### src/design/rrts_pkg.sv
// ----------------------------------------------------------------------------
// Round-robin thread scheduler: shared package
// Slot state codes, event and status codes, request and response types, and
// the constants for turning a sleep length in milliseconds into seconds.
// ----------------------------------------------------------------------------
`default_nettype none

package rrts_pkg;

   // Default sizes of the thread table
   localparam int SLOTS_DEF     = 16;
   localparam int ID_BITS_DEF   = 16;
   localparam int TIME_BITS_DEF = 32;

   // Slot state codes
   localparam int SLOT_ST_W = 3;
   localparam logic [SLOT_ST_W-1:0] ST_UNUSED   = 3'd0;
   localparam logic [SLOT_ST_W-1:0] ST_READY    = 3'd1;
   localparam logic [SLOT_ST_W-1:0] ST_RUNNING  = 3'd2;
   localparam logic [SLOT_ST_W-1:0] ST_SLEEPING = 3'd3;
   localparam logic [SLOT_ST_W-1:0] ST_BLOCKED  = 3'd4;
   localparam logic [SLOT_ST_W-1:0] ST_DEAD     = 3'd5;

   // Event codes
   localparam logic [2:0] CMD_CREATE  = 3'd0;
   localparam logic [2:0] CMD_YIELD   = 3'd1;
   localparam logic [2:0] CMD_SLEEP   = 3'd2;
   localparam logic [2:0] CMD_BLOCK   = 3'd3;
   localparam logic [2:0] CMD_UNBLOCK = 3'd4;
   localparam logic [2:0] CMD_EXIT    = 3'd5;
   localparam logic [2:0] CMD_TICK    = 3'd6;

   // Response status codes
   localparam logic [1:0] STAT_OK       = 2'd0;
   localparam logic [1:0] STAT_NO_SLOT  = 2'd1;
   localparam logic [1:0] STAT_NO_STACK = 2'd2;

   // Milliseconds to seconds: floor(ms / 1000) = (ms * DIV1000_MUL) >> DIV1000_SHIFT
   // for every 32-bit ms
   localparam int               MS_PER_SEC    = 1000;
   localparam logic [28:0]      DIV1000_MUL   = 29'h10624DD3;
   localparam int               DIV1000_SHIFT = 38;
   localparam int               SECS_W        = 23;

   typedef struct packed {
      logic [2:0]  cmd;
      logic [15:0] target_id;
      logic [31:0] sleep_ms;
      logic [31:0] now_seconds;
      logic        stack_granted;
   } rrts_req_type;

   typedef struct packed {
      logic [1:0]  status;
      logic [15:0] created_id;
      logic [15:0] running_id;
      logic [3:0]  running_slot;
      logic        switched;
      logic [3:0]  previous_slot;
   } rrts_rsp_type;

endpackage

`default_nettype wire

### src/design/rrts_slot_ram.sv
// ----------------------------------------------------------------------------
// Round-robin thread scheduler: slot table memory
// One write port and one read port with registered read data. A valid bit
// per entry makes unwritten entries read as their reset contents: slot 0
// running, all others unused, id and wake time zero.
// ----------------------------------------------------------------------------
`default_nettype none

module rrts_slot_ram import rrts_pkg::*; #(
   parameter int SLOTS     = SLOTS_DEF,
   parameter int ID_BITS   = ID_BITS_DEF,
   parameter int TIME_BITS = TIME_BITS_DEF,
   localparam int SLOT_BITS = $clog2(SLOTS)
) (
   input  wire logic                 clock,
   input  wire logic                 reset,
   input  wire logic                 rd_en,
   input  wire logic [SLOT_BITS-1:0] rd_addr,
   output      logic [SLOT_ST_W-1:0] rd_status,
   output      logic [ID_BITS-1:0]   rd_id,
   output      logic [TIME_BITS-1:0] rd_wake,
   input  wire logic                 wr_en,
   input  wire logic [SLOT_BITS-1:0] wr_addr,
   input  wire logic [SLOT_ST_W-1:0] wr_status,
   input  wire logic [ID_BITS-1:0]   wr_id,
   input  wire logic [TIME_BITS-1:0] wr_wake
);

   localparam int ENTRY_W = SLOT_ST_W + ID_BITS + TIME_BITS;

   logic [ENTRY_W-1:0] mem [SLOTS];
   logic [SLOTS-1:0]   valid_ff;
   logic [ENTRY_W-1:0] rd_data_ff;
   logic               rd_valid_ff;
   logic               rd_zero_ff;

   // Write the entry
   always_ff @(posedge clock) begin
      if (wr_en) begin
         mem[wr_addr] <= {wr_status, wr_id, wr_wake};
      end
   end

   // Register the read data with its valid bit
   always_ff @(posedge clock) begin
      if (rd_en) begin
         rd_data_ff  <= mem[rd_addr];
         rd_valid_ff <= valid_ff[rd_addr];
         rd_zero_ff  <= (rd_addr == '0);
      end
   end

   // Mark entries written since reset
   always_ff @(posedge clock) begin
      if (reset) begin
         valid_ff <= '0;
      end else if (wr_en) begin
         valid_ff[wr_addr] <= 1'b1;
      end
   end

   // Substitute reset contents for entries never written
   always_comb begin
      if (rd_valid_ff) begin
         rd_status = rd_data_ff[ENTRY_W-1 -: SLOT_ST_W];
         rd_id     = rd_data_ff[TIME_BITS +: ID_BITS];
         rd_wake   = rd_data_ff[TIME_BITS-1:0];
      end else begin
         rd_status = rd_zero_ff ? ST_RUNNING : ST_UNUSED;
         rd_id     = '0;
         rd_wake   = '0;
      end
   end

endmodule

`default_nettype wire

### src/design/round_robin_thread_scheduler.sv
// ----------------------------------------------------------------------------
// Round-robin thread scheduler
// Thread table in a slot memory, walked by a pass sequencer for each event.
// ----------------------------------------------------------------------------
// An event is taken when start is high and busy is low. The block walks the
// slot memory through its single read port, one slot per cycle: one pass to
// find the free slot and the current and target threads, one pass to wake
// sleepers and find the next ready slot (scheduling events only), and one
// pass to find the running slot for the response. The response sits on
// rsp_item for the single cycle in which rsp_strobe is high, right after
// busy falls; it must be taken then, since it cannot be held off. A new
// event may start in that same cycle. The enable register may be written
// only while busy is low.
// ----------------------------------------------------------------------------
`default_nettype none

module round_robin_thread_scheduler import rrts_pkg::*; #(
   parameter int SLOTS     = SLOTS_DEF,
   parameter int ID_BITS   = ID_BITS_DEF,
   parameter int TIME_BITS = TIME_BITS_DEF
) (
   input  wire logic         clock,
   input  wire logic         reset,
   input  wire logic         start,
   output      logic         busy,
   input  wire rrts_req_type req_item,
   output      logic         rsp_strobe,
   output      rrts_rsp_type rsp_item,
   input  wire logic         csr_write_enable,
   input  wire logic         csr_write_data
);

   localparam int SLOT_BITS = $clog2(SLOTS);
   localparam logic [SLOT_BITS-1:0] LAST_SLOT = SLOT_BITS'(SLOTS - 1);
   localparam int SUM_W  = TIME_BITS + SECS_W + 1;
   localparam int PROD_W = 32 + 29;

   // Sequencer states
   localparam logic [2:0] FSM_IDLE       = 3'd0;
   localparam logic [2:0] FSM_SCAN_A     = 3'd1;
   localparam logic [2:0] FSM_MODIFY     = 3'd2;
   localparam logic [2:0] FSM_SCAN_B     = 3'd3;
   localparam logic [2:0] FSM_COMMIT_OLD = 3'd4;
   localparam logic [2:0] FSM_COMMIT_NEW = 3'd5;
   localparam logic [2:0] FSM_SCAN_C     = 3'd6;
   localparam logic [2:0] FSM_FINISH     = 3'd7;

   // Control registers
   logic [2:0]           state_ff, state_in;
   logic                 enable_ff, enable_in;
   logic [ID_BITS-1:0]   cur_id_ff, cur_id_in;
   logic [ID_BITS-1:0]   id_ctr_ff, id_ctr_in;
   logic [SLOT_BITS-1:0] idx_ff, idx_in;
   logic                 issue_ff, issue_in;
   logic                 pend_ff, pend_in;
   logic                 strobe_ff, strobe_in;
   logic                 free_hit_ff, free_hit_in;
   logic                 live_hit_ff, live_hit_in;
   logic                 tgt_hit_ff, tgt_hit_in;
   logic                 lo_hit_ff, lo_hit_in;
   logic                 hi_hit_ff, hi_hit_in;
   logic                 cur_hit_ff, cur_hit_in;
   logic                 run_hit_ff, run_hit_in;
   logic                 sw_ff, sw_in;

   // Payload registers
   rrts_req_type         req_ff, req_in;
   logic [SLOT_BITS-1:0] pidx_ff, pidx_in;
   logic [SLOT_BITS-1:0] free_slot_ff, free_slot_in;
   logic [SLOT_BITS-1:0] live_slot_ff, live_slot_in;
   logic [TIME_BITS-1:0] live_wake_ff, live_wake_in;
   logic [SLOT_BITS-1:0] tgt_slot_ff, tgt_slot_in;
   logic [SLOT_ST_W-1:0] tgt_stat_ff, tgt_stat_in;
   logic [TIME_BITS-1:0] tgt_wake_ff, tgt_wake_in;
   logic [SLOT_BITS-1:0] lo_slot_ff, lo_slot_in;
   logic [ID_BITS-1:0]   lo_id_ff, lo_id_in;
   logic [TIME_BITS-1:0] lo_wake_ff, lo_wake_in;
   logic [SLOT_BITS-1:0] hi_slot_ff, hi_slot_in;
   logic [ID_BITS-1:0]   hi_id_ff, hi_id_in;
   logic [TIME_BITS-1:0] hi_wake_ff, hi_wake_in;
   logic [SLOT_BITS-1:0] cur_slot_ff, cur_slot_in;
   logic [TIME_BITS-1:0] cur_wake_ff, cur_wake_in;
   logic [SLOT_BITS-1:0] run_slot_ff, run_slot_in;
   logic [1:0]           stat_ff, stat_in;
   logic [ID_BITS-1:0]   created_ff, created_in;
   logic [SLOT_BITS-1:0] prev_ff, prev_in;
   logic [SECS_W-1:0]    q_ff, q_in;
   logic [SECS_W-1:0]    secs_ff, secs_in;
   rrts_rsp_type         rsp_ff, rsp_in;

   // Slot memory ports
   logic                 rd_en;
   logic [SLOT_BITS-1:0] rd_addr;
   logic [SLOT_ST_W-1:0] rd_status;
   logic [ID_BITS-1:0]   rd_id;
   logic [TIME_BITS-1:0] rd_wake;
   logic                 wr_en;
   logic [SLOT_BITS-1:0] wr_addr;
   logic [SLOT_ST_W-1:0] wr_status;
   logic [ID_BITS-1:0]   wr_id;
   logic [TIME_BITS-1:0] wr_wake;

   // Helpers
   logic                 last_rd;
   logic [ID_BITS-1:0]   tid;
   logic [TIME_BITS-1:0] now_t;
   logic                 due;
   logic [SLOT_ST_W-1:0] s_eff;
   logic                 nx_from_hi;
   logic                 nx_hit;
   logic [SLOT_BITS-1:0] nx_slot;
   logic [ID_BITS-1:0]   nx_id;
   logic [TIME_BITS-1:0] nx_wake;
   logic                 go;
   logic                 do_sched;
   logic [PROD_W-1:0]    prod;
   logic [31:0]          rem;
   logic [SECS_W-1:0]    secs_raw;
   logic [SUM_W-1:0]     wake_sum;

   rrts_slot_ram #(
      .SLOTS     (SLOTS),
      .ID_BITS   (ID_BITS),
      .TIME_BITS (TIME_BITS)
   ) u_slot_ram (
      .clock     (clock),
      .reset     (reset),
      .rd_en     (rd_en),
      .rd_addr   (rd_addr),
      .rd_status (rd_status),
      .rd_id     (rd_id),
      .rd_wake   (rd_wake),
      .wr_en     (wr_en),
      .wr_addr   (wr_addr),
      .wr_status (wr_status),
      .wr_id     (wr_id),
      .wr_wake   (wr_wake)
   );

   // Decode the held request and the returning slot
   assign tid     = ID_BITS'(req_ff.target_id);
   assign now_t   = TIME_BITS'(req_ff.now_seconds);
   assign last_rd = pend_ff && (pidx_ff == LAST_SLOT);
   assign due     = (rd_status == ST_SLEEPING) && (now_t >= rd_wake);
   assign s_eff   = due ? ST_READY : rd_status;

   // Pick the next ready slot: first one after the current slot, else lowest
   assign nx_from_hi = live_hit_ff && hi_hit_ff;
   assign nx_hit     = nx_from_hi || lo_hit_ff;
   assign nx_slot    = nx_from_hi ? hi_slot_ff : lo_slot_ff;
   assign nx_id      = nx_from_hi ? hi_id_ff : lo_id_ff;
   assign nx_wake    = nx_from_hi ? hi_wake_ff : lo_wake_ff;
   assign go         = nx_hit && !(cur_hit_ff && (cur_slot_ff == nx_slot));

   // Sleep length: ceiling of ms / 1000, at least one second
   assign prod     = PROD_W'(req_ff.sleep_ms) * PROD_W'(DIV1000_MUL);
   assign q_in     = prod[DIV1000_SHIFT +: SECS_W];
   assign rem      = req_ff.sleep_ms - (32'(q_ff) * 32'(MS_PER_SEC));
   assign secs_raw = q_ff + SECS_W'(rem != 32'd0);
   assign secs_in  = (secs_raw == '0) ? SECS_W'(1) : secs_raw;
   assign wake_sum = SUM_W'(now_t) + SUM_W'(secs_ff);

   assign do_sched = enable_ff &&
                     ((req_ff.cmd == CMD_YIELD) || (req_ff.cmd == CMD_TICK) ||
                      (req_ff.cmd == CMD_EXIT) ||
                      (((req_ff.cmd == CMD_SLEEP) || (req_ff.cmd == CMD_BLOCK)) &&
                       live_hit_ff));

   // Sequencer
   always_comb begin
      state_in     = state_ff;
      enable_in    = csr_write_enable ? csr_write_data : enable_ff;
      cur_id_in    = cur_id_ff;
      id_ctr_in    = id_ctr_ff;
      idx_in       = idx_ff;
      issue_in     = issue_ff;
      pend_in      = issue_ff;
      pidx_in      = idx_ff;
      strobe_in    = 1'b0;
      free_hit_in  = free_hit_ff;
      live_hit_in  = live_hit_ff;
      tgt_hit_in   = tgt_hit_ff;
      lo_hit_in    = lo_hit_ff;
      hi_hit_in    = hi_hit_ff;
      cur_hit_in   = cur_hit_ff;
      run_hit_in   = run_hit_ff;
      sw_in        = sw_ff;
      req_in       = req_ff;
      free_slot_in = free_slot_ff;
      live_slot_in = live_slot_ff;
      live_wake_in = live_wake_ff;
      tgt_slot_in  = tgt_slot_ff;
      tgt_stat_in  = tgt_stat_ff;
      tgt_wake_in  = tgt_wake_ff;
      lo_slot_in   = lo_slot_ff;
      lo_id_in     = lo_id_ff;
      lo_wake_in   = lo_wake_ff;
      hi_slot_in   = hi_slot_ff;
      hi_id_in     = hi_id_ff;
      hi_wake_in   = hi_wake_ff;
      cur_slot_in  = cur_slot_ff;
      cur_wake_in  = cur_wake_ff;
      run_slot_in  = run_slot_ff;
      stat_in      = stat_ff;
      created_in   = created_ff;
      prev_in      = prev_ff;
      rsp_in       = rsp_ff;
      rd_en        = issue_ff;
      rd_addr      = idx_ff;
      wr_en        = 1'b0;
      wr_addr      = pidx_ff;
      wr_status    = rd_status;
      wr_id        = rd_id;
      wr_wake      = rd_wake;

      // Advance the read address through the table
      if (issue_ff) begin
         if (idx_ff == LAST_SLOT) begin
            issue_in = 1'b0;
         end else begin
            idx_in = idx_ff + SLOT_BITS'(1);
         end
      end

      unique case (state_ff)
         FSM_IDLE: begin
            if (start) begin
               req_in      = req_item;
               free_hit_in = 1'b0;
               live_hit_in = 1'b0;
               tgt_hit_in  = 1'b0;
               lo_hit_in   = 1'b0;
               hi_hit_in   = 1'b0;
               cur_hit_in  = 1'b0;
               run_hit_in  = 1'b0;
               sw_in       = 1'b0;
               stat_in     = STAT_OK;
               created_in  = '0;
               prev_in     = '0;
               idx_in      = '0;
               issue_in    = 1'b1;
               state_in    = FSM_SCAN_A;
            end
         end

         // Find the free slot, the current thread and the unblock target
         FSM_SCAN_A: begin
            if (pend_ff) begin
               if (!free_hit_ff && (rd_status == ST_UNUSED)) begin
                  free_hit_in  = 1'b1;
                  free_slot_in = pidx_ff;
               end
               if (!live_hit_ff && (rd_status != ST_UNUSED) && (rd_id == cur_id_ff)) begin
                  live_hit_in  = 1'b1;
                  live_slot_in = pidx_ff;
                  live_wake_in = rd_wake;
               end
               if (!tgt_hit_ff && (rd_status != ST_UNUSED) && (rd_id == tid)) begin
                  tgt_hit_in  = 1'b1;
                  tgt_slot_in = pidx_ff;
                  tgt_stat_in = rd_status;
                  tgt_wake_in = rd_wake;
               end
            end
            if (last_rd) begin
               state_in = FSM_MODIFY;
            end
         end

         // Apply the event to at most one slot, then start the next pass
         FSM_MODIFY: begin
            unique case (req_ff.cmd) inside
               CMD_CREATE: begin
                  if (!free_hit_ff) begin
                     stat_in = STAT_NO_SLOT;
                  end else if (!req_ff.stack_granted) begin
                     stat_in = STAT_NO_STACK;
                  end else begin
                     wr_en      = 1'b1;
                     wr_addr    = free_slot_ff;
                     wr_status  = ST_READY;
                     wr_id      = id_ctr_ff;
                     wr_wake    = '0;
                     created_in = id_ctr_ff;
                     id_ctr_in  = id_ctr_ff + ID_BITS'(1);
                  end
               end
               CMD_SLEEP: begin
                  wr_en     = live_hit_ff;
                  wr_addr   = live_slot_ff;
                  wr_status = ST_SLEEPING;
                  wr_id     = cur_id_ff;
                  wr_wake   = wake_sum[TIME_BITS-1:0];
               end
               CMD_BLOCK: begin
                  wr_en     = live_hit_ff;
                  wr_addr   = live_slot_ff;
                  wr_status = ST_BLOCKED;
                  wr_id     = cur_id_ff;
                  wr_wake   = live_wake_ff;
               end
               CMD_EXIT: begin
                  wr_en     = live_hit_ff;
                  wr_addr   = live_slot_ff;
                  wr_status = ST_DEAD;
                  wr_id     = cur_id_ff;
                  wr_wake   = live_wake_ff;
               end
               CMD_UNBLOCK: begin
                  wr_en     = tgt_hit_ff && (tgt_stat_ff == ST_BLOCKED);
                  wr_addr   = tgt_slot_ff;
                  wr_status = ST_READY;
                  wr_id     = tid;
                  wr_wake   = tgt_wake_ff;
               end
               CMD_YIELD, CMD_TICK: begin
                  wr_en = 1'b0;
               end
               default: begin
                  wr_en = 1'b0;
               end
            endcase
            idx_in   = '0;
            issue_in = 1'b1;
            state_in = do_sched ? FSM_SCAN_B : FSM_SCAN_C;
         end

         // Wake due sleepers and collect the ready and running candidates
         FSM_SCAN_B: begin
            if (pend_ff) begin
               if (due) begin
                  wr_en     = 1'b1;
                  wr_status = ST_READY;
               end
               if (!lo_hit_ff && (s_eff == ST_READY)) begin
                  lo_hit_in  = 1'b1;
                  lo_slot_in = pidx_ff;
                  lo_id_in   = rd_id;
                  lo_wake_in = rd_wake;
               end
               if (!hi_hit_ff && (s_eff == ST_READY) && (pidx_ff > live_slot_ff)) begin
                  hi_hit_in  = 1'b1;
                  hi_slot_in = pidx_ff;
                  hi_id_in   = rd_id;
                  hi_wake_in = rd_wake;
               end
               if (!cur_hit_ff && (s_eff == ST_RUNNING) && (rd_id == cur_id_ff)) begin
                  cur_hit_in  = 1'b1;
                  cur_slot_in = pidx_ff;
                  cur_wake_in = rd_wake;
               end
            end
            if (last_rd) begin
               state_in = FSM_COMMIT_OLD;
            end
         end

         // Return the old running slot to ready
         FSM_COMMIT_OLD: begin
            if (go && cur_hit_ff) begin
               wr_en     = 1'b1;
               wr_addr   = cur_slot_ff;
               wr_status = ST_READY;
               wr_id     = cur_id_ff;
               wr_wake   = cur_wake_ff;
               sw_in     = 1'b1;
               prev_in   = cur_slot_ff;
            end
            state_in = FSM_COMMIT_NEW;
         end

         // Hand the running mark to the chosen slot
         FSM_COMMIT_NEW: begin
            if (go) begin
               wr_en     = 1'b1;
               wr_addr   = nx_slot;
               wr_status = ST_RUNNING;
               wr_id     = nx_id;
               wr_wake   = nx_wake;
               cur_id_in = nx_id;
            end
            idx_in   = '0;
            issue_in = 1'b1;
            state_in = FSM_SCAN_C;
         end

         // Find the running slot of the current thread
         FSM_SCAN_C: begin
            if (pend_ff && !run_hit_ff && (rd_status == ST_RUNNING) && (rd_id == cur_id_ff)) begin
               run_hit_in  = 1'b1;
               run_slot_in = pidx_ff;
            end
            if (last_rd) begin
               state_in = FSM_FINISH;
            end
         end

         // Load the response
         FSM_FINISH: begin
            rsp_in.status        = stat_ff;
            rsp_in.created_id    = 16'(created_ff);
            rsp_in.running_id    = 16'(cur_id_ff);
            rsp_in.running_slot  = run_hit_ff ? 4'(run_slot_ff) : 4'd0;
            rsp_in.switched      = sw_ff;
            rsp_in.previous_slot = 4'(prev_ff);
            strobe_in            = 1'b1;
            state_in             = FSM_IDLE;
         end

         default: begin
            state_in = FSM_IDLE;
         end
      endcase
   end

   // Control registers
   always_ff @(posedge clock) begin
      if (reset) begin
         state_ff    <= FSM_IDLE;
         enable_ff   <= 1'b1;
         cur_id_ff   <= '0;
         id_ctr_ff   <= ID_BITS'(1);
         idx_ff      <= '0;
         issue_ff    <= 1'b0;
         pend_ff     <= 1'b0;
         strobe_ff   <= 1'b0;
         free_hit_ff <= 1'b0;
         live_hit_ff <= 1'b0;
         tgt_hit_ff  <= 1'b0;
         lo_hit_ff   <= 1'b0;
         hi_hit_ff   <= 1'b0;
         cur_hit_ff  <= 1'b0;
         run_hit_ff  <= 1'b0;
         sw_ff       <= 1'b0;
      end else begin
         state_ff    <= state_in;
         enable_ff   <= enable_in;
         cur_id_ff   <= cur_id_in;
         id_ctr_ff   <= id_ctr_in;
         idx_ff      <= idx_in;
         issue_ff    <= issue_in;
         pend_ff     <= pend_in;
         strobe_ff   <= strobe_in;
         free_hit_ff <= free_hit_in;
         live_hit_ff <= live_hit_in;
         tgt_hit_ff  <= tgt_hit_in;
         lo_hit_ff   <= lo_hit_in;
         hi_hit_ff   <= hi_hit_in;
         cur_hit_ff  <= cur_hit_in;
         run_hit_ff  <= run_hit_in;
         sw_ff       <= sw_in;
      end
   end

   // Payload registers
   always_ff @(posedge clock) begin
      req_ff       <= req_in;
      pidx_ff      <= pidx_in;
      free_slot_ff <= free_slot_in;
      live_slot_ff <= live_slot_in;
      live_wake_ff <= live_wake_in;
      tgt_slot_ff  <= tgt_slot_in;
      tgt_stat_ff  <= tgt_stat_in;
      tgt_wake_ff  <= tgt_wake_in;
      lo_slot_ff   <= lo_slot_in;
      lo_id_ff     <= lo_id_in;
      lo_wake_ff   <= lo_wake_in;
      hi_slot_ff   <= hi_slot_in;
      hi_id_ff     <= hi_id_in;
      hi_wake_ff   <= hi_wake_in;
      cur_slot_ff  <= cur_slot_in;
      cur_wake_ff  <= cur_wake_in;
      run_slot_ff  <= run_slot_in;
      stat_ff      <= stat_in;
      created_ff   <= created_in;
      prev_ff      <= prev_in;
      q_ff         <= q_in;
      secs_ff      <= secs_in;
      rsp_ff       <= rsp_in;
   end

   assign busy       = (state_ff != FSM_IDLE);
   assign rsp_strobe = strobe_ff;
   assign rsp_item   = rsp_ff;

   // A response comes only out of the finishing step
   a_strobe_from_finish: assert property (@(posedge clock) disable iff (reset)
      rsp_strobe |-> $past(state_ff) == FSM_FINISH)
      else $error("response strobe without a finished request");

   // A write-back never hits the slot being read in the same cycle
   a_no_rw_overlap: assert property (@(posedge clock) disable iff (reset)
      (rd_en && wr_en) |-> (rd_addr != wr_addr))
      else $error("slot memory read and write to the same entry");

   // After a switch the new thread must be found running
   a_switch_has_runner: assert property (@(posedge clock) disable iff (reset)
      ((state_ff == FSM_FINISH) && sw_ff) |-> run_hit_ff)
      else $error("switch left no running slot");

   // Every request ends with exactly its response
   a_busy_ends_with_rsp: assert property (@(posedge clock) disable iff (reset)
      $fell(busy) |-> rsp_strobe)
      else $error("busy dropped without a response");

endmodule

`default_nettype wire
### config.mk
export PLATFORM = sky130hd
export DESIGN_NAME = round_robin_thread_scheduler
export DESIGN_NICKNAME = d
export VERILOG_FILES = /design/src/design/rrts_pkg.sv /design/src/design/rrts_slot_ram.sv /design/src/design/round_robin_thread_scheduler.sv
export SDC_FILE = /design/constraint.sdc
export NUM_CORES = 2
export LEC_CHECK = 0
export BUFFER_PORTS_ARGS = -buffer_cell sky130_fd_sc_hd__buf_2
export CAP_MARGIN = 25
export CELL_PAD_IN_SITES_DETAIL_PLACEMENT = 0
export CELL_PAD_IN_SITES_GLOBAL_PLACEMENT = 1
export CORE_AREA = 2 2 415 376
export DETAILED_ROUTE_END_ITERATION = 8
export DIE_AREA = 0 0 417 378
export GPL_ROUTABILITY_DRIVEN = 0
export PLACE_DENSITY_LB_ADDON = 0.12
export SLEW_MARGIN = 20
export SYNTH_ARGS = -nofsm -noshare
export SYNTH_HDL_FRONTEND = slang
export SYNTH_SLANG_ARGS = --single-unit
### constraint.sdc
create_clock -name clock -period 11.7 [get_ports clock]
set_clock_uncertainty 0.05 [all_clocks]
set_input_delay 1.755 -clock clock [delete_from_list [all_inputs] [get_ports clock]]
set_output_delay 1.755 -clock clock [all_outputs]
set_load 0.005 [all_outputs]
# == Yosys cells after proc, flatten, opt, wreduce, memory -nomap -nowiden ==
# Memories as Yosys holds them, arrays and structs flattened. A register that Yosys moved wholly into a read port is not among the register bits.
# Cells that the tools add are included.
# op_classes
addsub,5
multipliers,2
magnitude_cmp,5
n_eq_ne,41
mux,98
bitwise,1
reduce_logical,73
# ops
operator,n
32-bit two-way mux,6
16-bit two-way mux,10
32-bit case mux with 4 select lines,1
16-bit case mux with 3 select lines,2
32-bit case mux with 3 select lines,1
"32-bit by 29-bit multiplier with 61-bit output, second input constant",1
4-bit two-way mux,10
3-bit two-way mux,12
4-bit AND reduction,9
"2-bit inequality test, second input constant",17
32-bit by 23-bit adder with 32-bit output,1
16-bit equality test,2
32-bit >= comparator,1
16-bit case mux with 2 select lines,1
32-bit nonzero test,1
32-bit subtractor,1
"23-bit by 7-bit multiplier with 29-bit output, second input constant",1
1-bit two-way mux,29
"3-bit equality test, second input constant",8
3-bit case mux with 8 select lines,1
4-bit case mux with 3 select lines,2
3-bit AND reduction,8
23-bit by 1-bit adder with 23-bit output,1
1-bit logical AND,23
32 further kinds,76
# word_totals
register_bits,491
ramBits,816
out_inout_bits,45
word_cells,277
memories,1
# memory_table
name,depth,width,rd,rd_ports_with_merged_regs,wr,line,source
u_slot_ram.mem,16,51,1,1,1,rrts_slot_ram.sv:31,logic [ENTRY_W-1:0] mem [SLOTS];

# == Longest topological paths before layout ==
# logic_depth
depth_word,14
mapped_depth,38
mapped_depth_nobuf,36

# == Modules after synthesis ==
# From an unflattened synthesis, not the netlist that was laid out.
# hier_totals
hier_cells,5184
area_unflattened_um2,72797.3
# modules_own_cells
module,n_inst,cells_each,area_per_inst_um2
round_robin_thread_scheduler,1,3631,39402.8
rrts_slot_ram,1,1553,33394.5

# == Least setup slack after synthesis ==
# No wires, ideal clock.
# synth_path
kind,flip-flop to flip-flop
start,register q_ff[1]
end,register secs_ff[0]
setup_time_ns,0.070
arrival_time_ns,8.283
setup_slack_ns,3.296
path_stages_with_launch,33
n_path_buf,1
period_less_slack_ns,8.404
path_cell_list,dfxtp_1 > fa_1 > inv_1 > fa_1 > inv_1 > fa_1 > fa_1 > ha_1 > o21a_1 > o31ai_2 > a211oi_1 > a2111oi_2 > o31a_1 > a21oi_1 > a21oi_2 > mux2i_1 > a2111oi_1 > ha_1 > o211a_1 > a221o_1 > a221o_1 > nor3_1 > xnor2_1 > nand4_1 > ha_1 > clkbuf_1 > and4_1 > and3_1 > xor2_1 > or4_1 > nor4b_1 > nand4b_1 > o21bai_1
# synth_via
elab_chain_cells,5
# synth_rtl
item,line,source
"start, declared",round_robin_thread_scheduler.sv:87,"logic [SECS_W-1:0] q_ff, q_in;"
"start signal, assigned",round_robin_thread_scheduler.sv:477,q_ff <= q_in;
23-bit by 7-bit multiplier with 29-bit output,round_robin_thread_scheduler.sv:158,assign rem = req_ff.sleep_ms - (32'(q_ff) * 32'(MS_PER_SEC));
32-bit subtractor,round_robin_thread_scheduler.sv:158,
32-bit nonzero test,round_robin_thread_scheduler.sv:159,assign secs_raw = q_ff + SECS_W'(rem != 32'd0);
23-bit by 1-bit adder with 23-bit output (*),round_robin_thread_scheduler.sv:159,
23-bit logical NOT,round_robin_thread_scheduler.sv:160,assign secs_in = (secs_raw == '0) ? SECS_W'(1) : secs_raw;
"end signal, assigned",round_robin_thread_scheduler.sv:478,secs_ff <= secs_in;
"end, declared",round_robin_thread_scheduler.sv:88,"logic [SECS_W-1:0] secs_ff, secs_in;"
# Every way passes the cells marked *; elsewhere a longest branch is shown, timed or not.
# A chain may end at the register's enable or synchronous reset.

# == Final worst setup path ==
# layout_path
start,register q_ff[4]
end,register secs_ff[0]
# The elaborated chain is that of the path after synthesis.

==> impl_metrics.env <==
export IMPL_crit_path_frequent_cell="fa_1"
export IMPL_clk_pin_slew_ns=0.06
export IMPL_synth_top_area_share_pct=50.86
export IMPL_vias=43230
export IMPL_synthArstFlopShare_pct=0
export IMPL_clockBufferDepth=3
export IMPL_cts_tree="done"
export IMPL_cts_buffers=144
export IMPL_rows=137
export IMPL_cts_resized=0
export IMPL_synth_edf_count=1241
export IMPL_grt_pass1_wl_mm=293.5
export IMPL_gr_total_overflow=0
export IMPL_hpwl_mm=132.5
export IMPL_synth_distinct_cells=102
export IMPL_synth_cells=5038
export IMPL_cts_root_buffer_cell="clkbuf_16"
export IMPL_hp_start="created_ff[6]"
export IMPL_setup_viol=0
export IMPL_crit_type="reg -> reg"
export IMPL_initial_core_util_pct=47.65
export IMPL_ant_nets=0
export IMPL_setup_tns_ns=0
export IMPL_finalHoldViolCount=0
export IMPL_max_freq_ghz=0.1027
export IMPL_worstSetupStartpoint="q_ff[4]"
export IMPL_hp_class="reg -> reg"
export IMPL_end_kind="register"
export IMPL_fin_cells=7425
export IMPL_rsz0062_at_grt="false"
export IMPL_arrival_ns=10.41
export IMPL_n_fill_cell=12760
export IMPL_ys_seq_area_share_pct=54.06
export IMPL_post_drt_wl_per_cell_um=26.79
export IMPL_drc=1
export IMPL_grt_max_degree=131
export IMPL_holdBufCountCts=0
export IMPL_antenna_found_initial=17
export IMPL_clkLatencyLatePin_ns=0.80
export IMPL_violations="DRC"
export IMPL_clock_sinks=1358
export IMPL_worst_slew_pin_slew_ns=1.130
export IMPL_yosys_warnings=0
export IMPL_drt_iter0_markers=4500
export IMPL_io_pins=134
export IMPL_die_h_um=378
export IMPL_relSlewSlack_pct=24.68
export IMPL_grt_usage_pct=25.62
export IMPL_dp_cells=7153
export IMPL_synthTopCellsByCount="edfxtp_1, inv_1, ha_1, fa_1, mux4_2"
export IMPL_nets=6305
export IMPL_portBuffers=133
export IMPL_avgSynthCellArea_sq_um=14.54
export IMPL_grt_pass1_vias=43790
export IMPL_slowest_delay_ns=0.77
export IMPL_outcome="finished with violations"
export IMPL_avgViaCountPerCell=5.822
export IMPL_dieArea_sq_um=157600
export IMPL_dr_pass1_iters=7
export IMPL_period_needed_ns=9.738
export IMPL_ys_seq_elements=1358
export IMPL_syn_num_nets=6056
export IMPL_wirelength_mm=198.9
export IMPL_cp_required_ns=12.37
export IMPL_htreeDepth=4
export IMPL_ys_flop_type="edfxtp_1"
export IMPL_synth_area_top_cells="edfxtp_1, fa_1, ha_1"
export IMPL_maxCapViolCount=0
export IMPL_yosysMostFrequentCell="edfxtp_1"
export IMPL_min_period_over_period_pct=83.23
export IMPL_cp_max_fo=9
export IMPL_fp_coreArea_sq_um=153800
export IMPL_dieWidth_um=417
export IMPL_areaGrowthSynthToFinish_pct=11.73
export IMPL_crit_path_top_delay_cell="a2111oi_0"
export IMPL_r2r_start="q_ff[4]"
export IMPL_drive_gt1_share_pct=15.00
export IMPL_yosysTopAreaCell="edfxtp_1"
export IMPL_cp_start_kind="register"
export IMPL_post_cts_buffers=0
export IMPL_syn_area_sq_um=73270
export IMPL_finalMaxSlewViolations=0
-- metal layers --
metal  track usage, %  vias to the layer above  part of all wire (%)
li1                 -                    19160                     -
met1            38.29                    22280                    45
met2            38.13                     1534                    44
met3            5.594                      246                   8.5
met4            6.426                        4                   2.2
met5                0                        -                 0.012
-- cell usage in the layout (no fill, tap or decap), types with 14 or more instances in the layout --
cell       count
xnor2_1       78
bufinv_16     14
mux4_2       260
nor3_1        41
o21a_1        21
a21o_1        54
buf_4        110
and2_1        36
nor2_4        19
dfxtp_1      113
o22ai_2       15
o21ai_0      114
o22ai_1       43
nand2_1      246
clkinv_1      22
a211oi_1      39
nand4_1       32
fa_1         382
nand2b_1      25
o211ai_1      19
and3_1        31
ha_1         547
nand3_1       59
nor4_1        14
buf_2        133
edfxtp_1    1241
clkbuf_16    145
xor2_1        63
nor2_1       161
clkbuf_1      35
a21oi_1      224
clkinv_2      23
nor2b_1       25
a22oi_1       29
inv_1        645
mux2i_1       28
o21bai_1      21
a221oi_1      27
a31oi_1       19
-- final timing paths --
check            endpoint  slack, ns  cells past startpoint
max            secs_ff[0]       1.96                     32
min          rsp_item[31]       0.37                      0
max reg2reg    secs_ff[0]       1.96                     32
min reg2reg  rsp_item[31]       0.37                      0
-- metrics by stage --
| stage | utilization [%] | setup slack, ns | area [sq um] | hold WS (ns) |
|---|---|---|---|---|
| after floorplan | - | 3.296 | 73270 | 0.3040 |
| after global placement | 50.09 | 2.195 | 77010 | 0.3528 |
| after detailed placement | 50.11 | 2.028 | 77040 | 0.3545 |
| after CTS | 53.20 | 1.985 | 81800 | 0.3654 |
| after global routing | 53.24 | 1.068 | 81860 | 0.3712 |
| final | 53.24 | 1.962 | 81860 | 0.3653 |
-- worst max-delay path: cells and delay by family (launching register included) --
kind	cells	cell delay [ns]
AO/OA/AOI/OAI	8	2.48
adder cells (fa/ha/maj)	7	2.94
buffers and inverters	2	0.13
flip-flops	1	0.58
XOR/XNOR	2	0.34
AND/OR/NAND/NOR	13	3.17
-- flip-flops by register name, indices dropped and copies added (netlist names), 36 cells and up --
name / cells
req_ff: 36
rsp_item: 43
u_slot_ram.mem: 816
u_slot_ram.rd_data_ff: 51
-- cell type report --
type	count	area, sq um	share of cell area (%)
clock inverters	85	973.4	1.189
well taps	2015	2521	3.080
inverters	649	2441	2.982
diodes	2	5.005	0.006114
clock buffers	182	3787	4.627
multi-input cells	2885	30910	37.76
repair buffers	249	1599	1.953
flip-flops and latches	1358	39620	48.40
-- cell families (layout without fill, tap and decap cells) --
kind of cell / after synthesis / in the layout / synth area share, %
DFF: 1358 / 1358 / 54.06
other: 0 / 2 / 0
muxes: 289 / 289 / 8.390
and+or+nand+nor: 769 / 769 / 5.123
buffers and inverters: 795 / 1165 / 4.107
AOI/OAI and AO/OA: 757 / 757 / 6.855
adders and majority gates: 929 / 929 / 19.78
xor gates and xnor gates: 141 / 141 / 1.686
Power is left out: the tool's default activity adds up to more than one toggle a clock period on the data nets, which glitch-free logic cannot reach.
